<file path="config.mk">
export PLATFORM = sky130hd
export DESIGN_NAME = mqtt_client_receive_parser_core
export DESIGN_NICKNAME = d
export VERILOG_FILES = /design/src/sv/mqcrp_pkg.sv /design/src/sv/mqcrp_parse.sv /design/src/sv/mqcrp_out_reg.sv /design/src/sv/mqtt_client_receive_parser_core.sv
export SDC_FILE = /design/constraint.sdc
export NUM_CORES = 1
export LEC_CHECK = 0
export BUFFER_PORTS_ARGS = -buffer_cell sky130_fd_sc_hd__buf_2
export CAP_MARGIN = 20
export CORE_ASPECT_RATIO = 1.5
export CORE_UTILIZATION = 35
export CTS_BUF_LIST = sky130_fd_sc_hd__clkbuf_8
export CTS_CLUSTER_SIZE = 25
export DETAILED_ROUTE_END_ITERATION = 7
export SLEW_MARGIN = 20
export SYNTH_ARGS = -nofsm -noshare
export SYNTH_HDL_FRONTEND = slang
export SYNTH_SLANG_ARGS = --single-unit
</file>
<file path="constraint.sdc">
create_clock -name clk -period 10.9 [get_ports clk]
set_input_delay 1.09 -clock clk [delete_from_list [all_inputs] [get_ports clk]]
set_output_delay 1.09 -clock clk [all_outputs]
set_load 0.005 [all_outputs]
</file>
<file path="src/sv/mqcrp_pkg.sv">
// shared types and constants of the mqtt receive parser
package mqcrp_pkg;

	// fixed-header first bytes that the parser acts on
	localparam logic [7:0] T_CONNACK  = 8'h20;
	localparam logic [7:0] T_SUBACK   = 8'h90;
	localparam logic [7:0] T_PINGRESP = 8'hD0;
	localparam logic [7:0] T_PUBLISH  = 8'h30;

	localparam logic [6:0] LEN_MASK     = 7'd127;
	localparam logic [7:0] LEN_CONTINUE = 8'd128;
	localparam logic [1:0] LEN_LAST_IDX = 2'd3;

	typedef enum logic [3:0] {
		PH_HEADER = 4'b0001,
		PH_LENGTH = 4'b0010,
		PH_BODY   = 4'b0100,
		PH_SKIP   = 4'b1000
	} phase_t;

	typedef enum logic [2:0] {
		EV_NONE         = 3'd0,
		EV_CONNACK_OK   = 3'd1,
		EV_CONNACK_REF  = 3'd2,
		EV_SUBACK_OK    = 3'd3,
		EV_SUBACK_REF   = 3'd4,
		EV_PING_REPLY   = 3'd5,
		EV_PUBLISH_DONE = 3'd6,
		EV_MALFORMED    = 3'd7
	} ev_t;

	typedef struct packed {
		logic ping;
		logic sub;
		logic session;
	} flags_t;

	typedef struct packed {
		logic [7:0] payload_byte;
		logic       payload_valid;
		logic       packet_end;
		ev_t        event_res;
		logic [7:0] refuse_code;
		flags_t     flags;
	} res_t;

endpackage

</file>
<file path="src/sv/mqcrp_parse.sv">
// parser state and the per-byte decode step
module mqcrp_parse (
	input  logic                clk,
	input  logic                arst_n,
	input  logic                step,
	input  logic [7:0]          rx_byte,
	input  logic                resync,
	input  logic [1:0]          subscribe_qos,
	output mqcrp_pkg::res_t     res,
	output logic                has_res
);
	import mqcrp_pkg::*;

	phase_t       phase_q, phase_d;
	logic [7:0]   type_q, type_d;
	logic [27:0]  rc_q, rc_d;
	logic [1:0]   idx_q, idx_d;
	logic [27:0]  off_q, off_d;
	logic [15:0]  tl_q, tl_d;
	flags_t       flags_q, flags_d;

	logic         start_pkt;
	logic [27:0]  len_seg;
	logic [27:0]  rc_new;
	logic [28:0]  off_inc;
	logic         last;
	logic [15:0]  tl_new;
	logic [16:0]  tl_new_p2;
	logic [16:0]  tl_cur_p2;

	assign start_pkt = resync || (phase_q != PH_LENGTH && phase_q != PH_BODY
		&& phase_q != PH_SKIP);

	always_comb begin
		unique case (idx_q)
			2'd0:    len_seg = {21'd0, rx_byte[6:0] & LEN_MASK};
			2'd1:    len_seg = {14'd0, rx_byte[6:0] & LEN_MASK, 7'd0};
			2'd2:    len_seg = {7'd0, rx_byte[6:0] & LEN_MASK, 14'd0};
			default: len_seg = {rx_byte[6:0] & LEN_MASK, 21'd0};
		endcase
	end

	assign rc_new    = rc_q | len_seg;
	assign off_inc   = {1'b0, off_q} + 29'd1;
	assign last      = off_inc >= {1'b0, rc_q};
	assign tl_new    = {tl_q[15:8], rx_byte};
	assign tl_new_p2 = {1'b0, tl_new} + 17'd2;
	assign tl_cur_p2 = {1'b0, tl_q} + 17'd2;

	always_comb begin
		phase_d = phase_q;
		type_d  = type_q;
		rc_d    = rc_q;
		idx_d   = idx_q;
		off_d   = off_q;
		tl_d    = tl_q;
		flags_d = flags_q;
		res.payload_byte  = 8'd0;
		res.payload_valid = 1'b0;
		res.packet_end    = 1'b0;
		res.event_res     = EV_NONE;
		res.refuse_code   = 8'd0;

		if (start_pkt) begin
			type_d  = rx_byte;
			phase_d = PH_LENGTH;
			idx_d   = 2'd0;
			rc_d    = 28'd0;
			off_d   = 28'd0;
			tl_d    = 16'd0;
		end else if (phase_q == PH_LENGTH) begin
			rc_d = rc_new;
			if (((rx_byte & LEN_CONTINUE) != 8'd0) && idx_q != LEN_LAST_IDX) begin
				idx_d = idx_q + 2'd1;
			end else if (rc_new == 28'd0) begin
				res.packet_end = 1'b1;
				phase_d = PH_HEADER;
				if (type_q == T_PINGRESP) begin
					flags_d.ping  = 1'b1;
					res.event_res = EV_PING_REPLY;
				end else if (type_q == T_CONNACK || type_q == T_SUBACK ||
						type_q == T_PUBLISH) begin
					res.event_res = EV_MALFORMED;
				end
			end else begin
				phase_d = PH_BODY;
				off_d   = 28'd0;
			end
		end else begin
			if (phase_q == PH_BODY) begin
				if (type_q == T_CONNACK) begin
					if (off_q == 28'd1) begin
						if (rx_byte == 8'd0) begin
							flags_d.session = 1'b1;
							res.event_res   = EV_CONNACK_OK;
						end else begin
							flags_d         = '0;
							res.event_res   = EV_CONNACK_REF;
							res.refuse_code = rx_byte;
						end
					end else if (last && off_q == 28'd0) begin
						res.event_res = EV_MALFORMED;
					end
				end else if (type_q == T_SUBACK) begin
					if (off_q == 28'd2) begin
						if (rx_byte == {6'd0, subscribe_qos}) begin
							flags_d.sub   = 1'b1;
							flags_d.ping  = 1'b0;
							res.event_res = EV_SUBACK_OK;
						end else begin
							flags_d       = '0;
							res.event_res = EV_SUBACK_REF;
						end
					end else if (last && off_q < 28'd2) begin
						res.event_res = EV_MALFORMED;
					end
				end else if (type_q == T_PINGRESP) begin
					if (last) begin
						flags_d.ping  = 1'b1;
						res.event_res = EV_PING_REPLY;
					end
				end else if (type_q == T_PUBLISH) begin
					if (off_q == 28'd0) begin
						tl_d = {rx_byte, 8'd0};
						if (last) begin
							res.event_res = EV_MALFORMED;
						end
					end else if (off_q == 28'd1) begin
						tl_d = tl_new;
						if ({11'd0, tl_new_p2} > rc_q) begin
							res.event_res = EV_MALFORMED;
							phase_d       = PH_SKIP;
						end else if (last) begin
							res.event_res = EV_PUBLISH_DONE;
						end
					end else begin
						if (off_q >= {11'd0, tl_cur_p2}) begin
							res.payload_byte  = rx_byte;
							res.payload_valid = 1'b1;
						end
						if (last) begin
							res.event_res = EV_PUBLISH_DONE;
						end
					end
				end
			end
			off_d = off_inc[27:0];
			if (last) begin
				res.packet_end = 1'b1;
				phase_d        = PH_HEADER;
			end
		end
		res.flags = flags_d;
	end

	assign has_res = res.payload_valid || res.packet_end || (res.event_res != EV_NONE);

	always_ff @(posedge clk or negedge arst_n) begin
		if (!arst_n) begin
			phase_q <= PH_HEADER;
			type_q  <= 8'd0;
			rc_q    <= 28'd0;
			idx_q   <= 2'd0;
			off_q   <= 28'd0;
			tl_q    <= 16'd0;
			flags_q <= '0;
		end else if (step) begin
			phase_q <= phase_d;
			type_q  <= type_d;
			rc_q    <= rc_d;
			idx_q   <= idx_d;
			off_q   <= off_d;
			tl_q    <= tl_d;
			flags_q <= flags_d;
		end
	end

endmodule

</file>
<file path="src/sv/mqcrp_out_reg.sv">
// result register on the output channel
module mqcrp_out_reg (
	input  logic            clk,
	input  logic            arst_n,
	input  logic            load,
	input  mqcrp_pkg::res_t d,
	input  logic            out_ready,
	output logic            out_valid,
	output logic            slot_free,
	output mqcrp_pkg::res_t q
);
	import mqcrp_pkg::*;

	logic  valid_q;
	res_t  res_q;

	assign slot_free = !valid_q || out_ready;
	assign out_valid = valid_q;
	assign q         = res_q;

	always_ff @(posedge clk or negedge arst_n) begin
		if (!arst_n) begin
			valid_q <= 1'b0;
		end else if (load) begin
			valid_q <= 1'b1;
		end else if (out_ready) begin
			valid_q <= 1'b0;
		end
	end

	always_ff @(posedge clk) begin
		if (load) begin
			res_q <= d;
		end
	end

endmodule

</file>
<file path="src/sv/mqtt_client_receive_parser_core.sv">
// top level of the mqtt 3.1.1 receive parser
// Takes one received mqtt byte per item and decodes the fixed header, the
// remaining length (four bytes at most) and the bodies of connack, suback,
// pingresp and qos0 publish; all other packets are skipped to their end.
// A byte that causes a result (payload byte, packet end or event) yields one
// output item, which passes first through the input register and then through
// the result register. Bytes without a result produce no output item.
// Throughput is one byte per cycle; the whole decode step sits between the
// input register and the result register, and the input stalls only while a
// finished result is held by out_ready low. in_ready follows out_ready
// combinationally. subscribe_qos resets to 1 and is written via cfg_we.
module mqtt_client_receive_parser_core (
	input  logic       clk,
	input  logic       arst_n,
	// configuration
	input  logic       cfg_we,
	input  logic [1:0] cfg_wdata,
	// input channel
	input  logic       in_valid,
	output logic       in_ready,
	input  logic [7:0] rx_byte,
	input  logic       resync,
	// output channel
	output logic       out_valid,
	input  logic       out_ready,
	output logic [7:0] payload_byte,
	output logic       payload_valid,
	output logic       packet_end,
	output logic [2:0] event_res,
	output logic [7:0] refuse_code,
	output logic       session_accepted,
	output logic       subscribed,
	output logic       ping_answered
);
	import mqcrp_pkg::*;

	// granted qos that a suback must carry
	logic [1:0] sub_qos_q;

	// input register stage
	logic       valid_s1;
	logic [7:0] rx_byte_s1;
	logic       resync_s1;

	logic       step;
	logic       slot_free;
	logic       has_res;
	res_t       res;
	res_t       res_out;

	always_ff @(posedge clk or negedge arst_n) begin
		if (!arst_n) begin
			sub_qos_q <= 2'd1;
		end else if (cfg_we) begin
			sub_qos_q <= cfg_wdata;
		end
	end

	// step the parser whenever an item sits in stage 1 and the result slot can take it
	assign step     = valid_s1 && slot_free;
	assign in_ready = !valid_s1 || step;

	always_ff @(posedge clk or negedge arst_n) begin
		if (!arst_n) begin
			valid_s1 <= 1'b0;
		end else if (in_valid && in_ready) begin
			valid_s1 <= 1'b1;
		end else if (step) begin
			valid_s1 <= 1'b0;
		end
	end

	always_ff @(posedge clk) begin
		if (in_valid && in_ready) begin
			rx_byte_s1 <= rx_byte;
			resync_s1  <= resync;
		end
	end

	mqcrp_parse u_parse (
		.clk           (clk),
		.arst_n        (arst_n),
		.step          (step),
		.rx_byte       (rx_byte_s1),
		.resync        (resync_s1),
		.subscribe_qos (sub_qos_q),
		.res           (res),
		.has_res       (has_res)
	);

	// only bytes that produce something go to the output
	mqcrp_out_reg u_out (
		.clk       (clk),
		.arst_n    (arst_n),
		.load      (step && has_res),
		.d         (res),
		.out_ready (out_ready),
		.out_valid (out_valid),
		.slot_free (slot_free),
		.q         (res_out)
	);

	assign payload_byte     = res_out.payload_byte;
	assign payload_valid    = res_out.payload_valid;
	assign packet_end       = res_out.packet_end;
	assign event_res        = res_out.event_res;
	assign refuse_code      = res_out.refuse_code;
	assign session_accepted = res_out.flags.session;
	assign subscribed       = res_out.flags.sub;
	assign ping_answered    = res_out.flags.ping;

endmodule

</file>
==> results of run 1 <==
-- layer usage --
metal,vias to the layer above,track usage,share of wire,routed length (um)
met1,3325,0.2095,0.39,9014
met2,197,0.3770,0.53,12280
met3,63,0.03136,0.032,758
li1,3291,-,-,-
met5,-,0,0,0
met4,0,0.1409,0.056,1317
-- per-stage QoR --
step                hold slack [ns]  total power, uW  worst slack [ns]  instances  utilization
floorplan                    0.4563            937.7             5.319        892            -
global placement             0.4816             1076             5.005       1185       0.3752
detailed placement           0.4918             1080             4.867       1185       0.3753
CTS                          0.5084             1464             4.838       1217       0.3909
global route                 0.5231             1545             4.230       1218       0.3911
finish                       0.5010             1460             4.780       1218       0.3911
-- power by group through the flow --
stage	registers (uW)	logic, uW	clock network (uW)
finish	600	478	382
global route	606	528	411
CTS	599	475	390
detailed placement	607	474	0
global placement	607	470	0
floorplan	586	352	0
-- flip-flops by register name, summed over array words and instances, names as in the netlist, 2 cells and up --
register and cells:
rx_byte_s1 8, u_parse.off_q 28, u_parse.type_q 8, u_parse.flags_q 3, u_parse.tl_q 16, u_parse.phase_q 4
u_parse.idx_q 2, u_parse.rc_q 28, sub_qos_q 2, u_out.q 24
-- final timing paths --
kind | start | endpoint | slack, ns | cells past startpoint
setup / recovery | u_parse.off_q[0] | u_out.q[1] | 4.78 | 17
hold / removal | u_parse.type_q[1] | u_parse.type_q[1] | 0.50 | 2
setup reg to reg | u_parse.off_q[0] | u_out.q[1] | 4.78 | 17
hold reg to reg | u_parse.type_q[1] | u_parse.type_q[1] | 0.50 | 2
max in group asynchronous | arst_n | u_parse.type_q[5] | 9.13 | 2
min in group asynchronous | arst_n | u_parse.tl_q[15] | 0.53 | 1
-- Yosys cell counts, types with 3 or more instances --
library cell / n / share of area
nand2_1: 99 / 0.046
dfrtp_1: 91 / 0.28
ha_1: 73 / 0.11
nor2_1: 64 / 0.029
o21ai_0: 57 / 0.035
a21oi_1: 52 / 0.032
inv_1: 51 / 0.023
nand3_1: 43 / 0.026
xnor2_1: 37 / 0.040
edfxtp_1: 33 / 0.12
clkbuf_1: 31 / 0.014
and2_1: 30 / 0.023
nand4_1: 25 / 0.019
nor4_1: 20 / 0.015
a32o_1: 19 / 0.023
xor2_1: 18 / 0.019
nor3_1: 14 / 0.0086
and3_1: 10 / 0.0077
nand2b_1: 10 / 0.0077
nor2b_1: 10 / 0.0077
mux2_2: 8 / 0.011
a21o_1: 7 / 0.0064
a31oi_1: 7 / 0.0054
o21a_1: 6 / 0.0055
o211ai_1: 5 / 0.0046
o31ai_1: 5 / 0.0046
or4_1: 5 / 0.0046
a221oi_1: 4 / 0.0043
and4_1: 4 / 0.0043
buf_6: 4 / 0.0055
o21ai_1: 4 / 0.0025
o2111ai_1: 3 / 0.0032
o22ai_1: 3 / 0.0023
or3_1: 3 / 0.0023
-- final cells by class --
class | instances | area (um2) | share of cell area
sequential | 126 | 3321 | 0.3696
timing repair buffer | 52 | 287.8 | 0.03203
multi-input combinational | 677 | 4476 | 0.4982
inverter | 51 | 191.4 | 0.02131
tap | 280 | 350.3 | 0.03900
clock inverter | 15 | 123.9 | 0.01379
clock buffer | 17 | 234.0 | 0.02604
-- worst max-delay path: stages (launching register included) --
cell	delay, ns
dfrtp_1	0.49
ha_1	0.26
nand4_1	0.23
nor3_2	0.44
nand2_1	0.20
nor2_1	0.34
nand3_1	0.21
nor3_1	0.22
xor2_1	0.12
ha_1	0.31
nand3_1	0.13
nor4_1	0.71
a21boi_0	0.57
o21ai_0	0.14
a311oi_1	0.45
a311oi_2	0.10
a31oi_2	0.52
buf_4	0.33
-- kinds of logic (layout without fill, tap and decap cells) --
group / count (synthesis) / in the layout
xor+xnor: 55 / 55
fa+ha+maj: 73 / 73
mux: 8 / 8
simple gates: 349 / 349
compound gates: 192 / 192
flops: 126 / 126
buf+inv: 89 / 135
-- cell usage in the layout (no fill, tap or decap), types with 11 or more instances in the layout --
cell      Yosys  final
a21oi_1      52     52
a32o_1       19     19
and2_1       30     29
buf_2         2     40
buf_4         1     11
clkbuf_8      0     17
dfrtp_1      91     91
edfxtp_1     33     33
ha_1         73     73
inv_1        51     52
nand2_1      99     99
nand3_1      43     43
nand4_1      25     25
nor2_1       64     64
nor3_1       14     14
nor4_1       20     20
o21ai_0      57     57
xnor2_1      37     37
xor2_1       18     18
==> impl_metrics.yaml, run 1 <==
status:
  outcome: "complete, no violations"
final_layout:
  fillers: 2279
  fin_nets: 1014
  syn2layout_area_growth_pct: 10.14
  design_area_um2: 8984
  drive_gt1_frac: 0.1141
  antennaDiodeCount: 0
placed_design:
  placedInstanceArea_um2: 8621
  place_congestion: 0.8907
  io_buffers: 41
  hpwl_mm: 17.46
clock_tree:
  cts_tree: "done"
  cts_setup_buffers: 0
  clockBufferDepth: 2
  cts_made_buffers: 17
  cts.sinks: 126
  ctsResizeCount: 0
  insertion_delay_ns: 0.48
  cts_root_buf: "clkbuf_8"
  postCtsHoldBufs: 0
  cts-htree-levels: 4
  path_clk_slew_ns: 0.08
sta:
  period_share: 0.5615
  rsz0062_at_grt: "no"
  setup_viol: 0
  min_period_ns: 6.120
  max_freq_mhz: 163.4
  fin_tns_setup_ns: 0
  worst_pin_slew_ns: 1.120
  relSlewSlack: 0.2467
  fin_skew_ns: 0.01399
  hold_viol: 0
  slew_viol_final: 0
drt:
  routed_wl_mm: 23.37
  via_count: 6876
  drt_pass1_iterations: 5
  drc_errors: 0
  wl_per_cell_um: 19.19
  ant_nets: 0
  avgViaCountPerCell: 5.645
  drtIter0Drc: 435
worst_setup_path:
  crit_path_end_kind: "flop"
  critPathMaxFanout: 17
  cp.arrival_ns: 6.29
  cp.required_ns: 11.07
  crit_path_start_kind: "flop"
  critPathKind: "reg -> reg"
pwr:
  clockPowerShare: 0.261
  ir_worst_vdd_mv: 0.08624
  p_int_uw: 886.7
  switchingPower_uw: 573.3
  swShare: 0.3927
  seq_power_share: 0.411
  power_density_nw_per_um2: 162.5
  combPwrFrac: 0.327
  power_leakage_uw: 0.003929
floorplanning:
  io-pin-count: 42
  core_um2: 22970
  dieArea_um2: 23930
  initial_core_util: 0.3551
  die_w_um: 126.6
  fp.dieH_um: 189.0
  fp-row-count: 68
synthesis:
  postSynthRegisterBits: 126
  synth_fp_nets: 981
  synth-async-reset-ratio: 0.7381
  yosysWarnings: 0
  muxShareOfSynthArea: 0.01104
  synth_cells: 892
  avgSynthCellArea_um2: 9.144
  syn_area_um2: 8157
  yosysSeqAreaShare: 0.4071
  synth-main-ff-cell: "dfrtp_1"
  synth_xor_area_frac: 0.05906
  synth_cell_types: 63
  synth_top_family_by_area: "simple AND/OR/NAND/NOR gates"
  synth_edf_count: 33
  synthSimpleGateAreaFrac: 0.2145
  synth_fa_ha_area_frac: 0.1120
  synth_compound_area_frac: 0.1509
grt:
  antenna_found_initial: 0
  grt_pass1_vias: 6738
  track_usage: 0.2040
  overflow: 0
  grt_max_degree: 68
  grt_pass1_wl_mm: 36.65
min_path:
  worstHoldPathType: "reg -> reg"
job:
  drv_cap: 0
Power figures use the tool's default switching activity.
==> run 2: changes to the inputs <==
clock period = 5.4 ns   (was 10.9 ns; I/O delays follow)
==> run 2 against run 1 <==
  * Sequential power grew 100%
  * Critical path depth rose by 2
  * Largest power group unchanged
  * Clock skew grew 0.0033 ns
  * Register-to-register slack lost 4.4 ns
==> impl_metrics.yaml, run 2 (synthesized netlist as in run 1, its figures left out) <==
status:
  outcome: "complete, no violations"
floorplanning:
  die_w_um: 126.6
  core_um2: 22970
  fp.dieH_um: 189.0
  initial_core_util: 0.3551
  dieArea_um2: 23930
  fp-row-count: 68
  io-pin-count: 42
sta:
  hold_viol: 0
  whs_ns: 0.03636
  worst_pin_slew_ns: 0.9949
  min_period_ns: 5.001
  max_freq_mhz: 200.0
  fin_tns_setup_ns: 0
  setup_viol: 0
  fin_skew_ns: 0.01734
  relSlewSlack: 0.3306
  slew_viol_final: 0
  rsz0062_at_grt: "no"
  period_share: 0.9261
clock_tree:
  cts-htree-levels: 4
  path_clk_slew_ns: 0.08
  cts_setup_buffers: 0
  clockBufferDepth: 2
  cts.sinks: 126
  postCtsHoldBufs: 0
  ctsResizeCount: 0
  cts_root_buf: "clkbuf_8"
  cts_tree: "done"
  insertion_delay_ns: 0.46
  cts_made_buffers: 17
pwr:
  power_density_nw_per_um2: 333.7
  ir_worst_vdd_mv: 0.1639
  power_leakage_uw: 0.004007
placed_design:
  hpwl_mm: 18.02
  place_congestion: 0.9374
  io_buffers: 41
  placedInstanceArea_um2: 8717
worst_setup_path:
  critPathKind: "reg -> reg"
  cp.arrival_ns: 5.15
  cp.required_ns: 5.55
  critPathMaxFanout: 16
  ff2ff_path_depth: 19
  r2r-end: "u_out.q[6]"
  crit_path_start_kind: "flop"
  rr_startpoint: "u_parse.off_q[0]"
  crit_path_end_kind: "flop"
  ff2ff_setup_slack_ns: 0.40
final_layout:
  layout_commonest_cell: "nand2_1"
  fin_nets: 1026
  syn2layout_area_growth_pct: 12.07
  post-route-util: 0.3979
  antennaDiodeCount: 0
  layout_common_cells: "nand2_1 (99), dfrtp_1 (89), ha_1 (73)"
  design_area_um2: 9141
  drive_gt1_frac: 0.1274
drt:
  drc_errors: 0
  avgViaCountPerCell: 5.572
  via_count: 6854
  drt_pass1_iterations: 4
  wl_per_cell_um: 19.07
  ant_nets: 0
  routed_wl_mm: 23.46
  drtIter0Drc: 410
grt:
  grt_pass1_vias: 7067
  grt_pass1_wl_mm: 37.47
  overflow: 0
  antenna_found_initial: 0
  grt_max_degree: 60
  track_usage: 0.2062
job:
  drv_cap: 0
min_path:
  worstHoldPathType: "in -> async"
-- run 2: changes by cell type in the layout (fill, tap and decap cells not counted), sizes merged --
cell,delta
bufinv,+1
clkinvlp,-1
clkinv,-4
clkbuf,-1
inv,+4
buf,+13
-- run 2: metal layers --
layer / up-vias / share of wire / GRT usage
li1: 3302 / - / -
met3: 85 / 0.031 / 0.02628
met5: - / 0 / 0
met2: 190 / 0.52 / 0.3723
met4: 0 / 0.071 / 0.1617
met1: 3277 / 0.38 / 0.2151
-- run 2: stage by stage --
stage	power [uW]	instances	worst slack (ns)
2_1_floorplan	1893	892	0.2880
3_3_place_gp	2205	1198	0.1426
3_5_place_dp	2214	1198	0.04649
4_1_cts	3060	1230	0.01508
5_1_grt	3251	1230	0.004333
6_report	3051	1230	0.3993
-- run 2: final cells by class --
| class | instances | area (um2) |
|---|---|---|
| inverters | 51 | 191.4 |
| flip-flops and latches | 126 | 3323 |
| multi-input cells | 677 | 4502 |
| repair buffers | 64 | 380.4 |
| well taps | 280 | 350.3 |
| fillers | 2289 | 13830 |
| clock inverters | 15 | 160.2 |
| clock buffers | 17 | 234.0 |
-- run 2: worst max-delay path by stage --
stage / slack (ns) / to / startpoint / depth (start not counted)
4_1_cts: 0.02 / u_out.q[6] / u_parse.off_q[0] / 19
5_1_grt: 0.004 / u_out.q[6] / u_parse.off_q[0] / 20
3_3_place_gp: 0.14 / u_out.q[4] / u_parse.off_q[0] / 19
2_1_floorplan: 0.29 / u_out.q[0] / u_parse.off_q[0] / 16
3_5_place_dp: 0.05 / u_out.q[6] / u_parse.off_q[0] / 19
6_report: 0.40 / u_out.q[6] / u_parse.off_q[0] / 19
-- run 2: power by group --
part           internal [uW]  switching (uW)  leakage [uW]
Combinational            381             615       0.00220
Sequential              1090             128       0.00160
Clock                    417             423      0.000205
Total                   1890            1170       0.00401
-- run 2: critical path, cell delays in order, from the launching register on --
cell       delay, ns
dfrtp_2         0.44
ha_1            0.23
nand4_1         0.21
nor3_2          0.22
nand2_1         0.16
nor2_1          0.17
nand3_1         0.18
nor3_1          0.21
xor2_1          0.12
ha_1            0.31
nand3_1         0.14
nor4_1          0.33
buf_4           0.19
nand2_1         0.05
a2111oi_1       0.48
a211oi_1        0.13
a311oi_2        0.36
a311oi_4        0.08
a31oi_4         0.39
buf_4           0.30
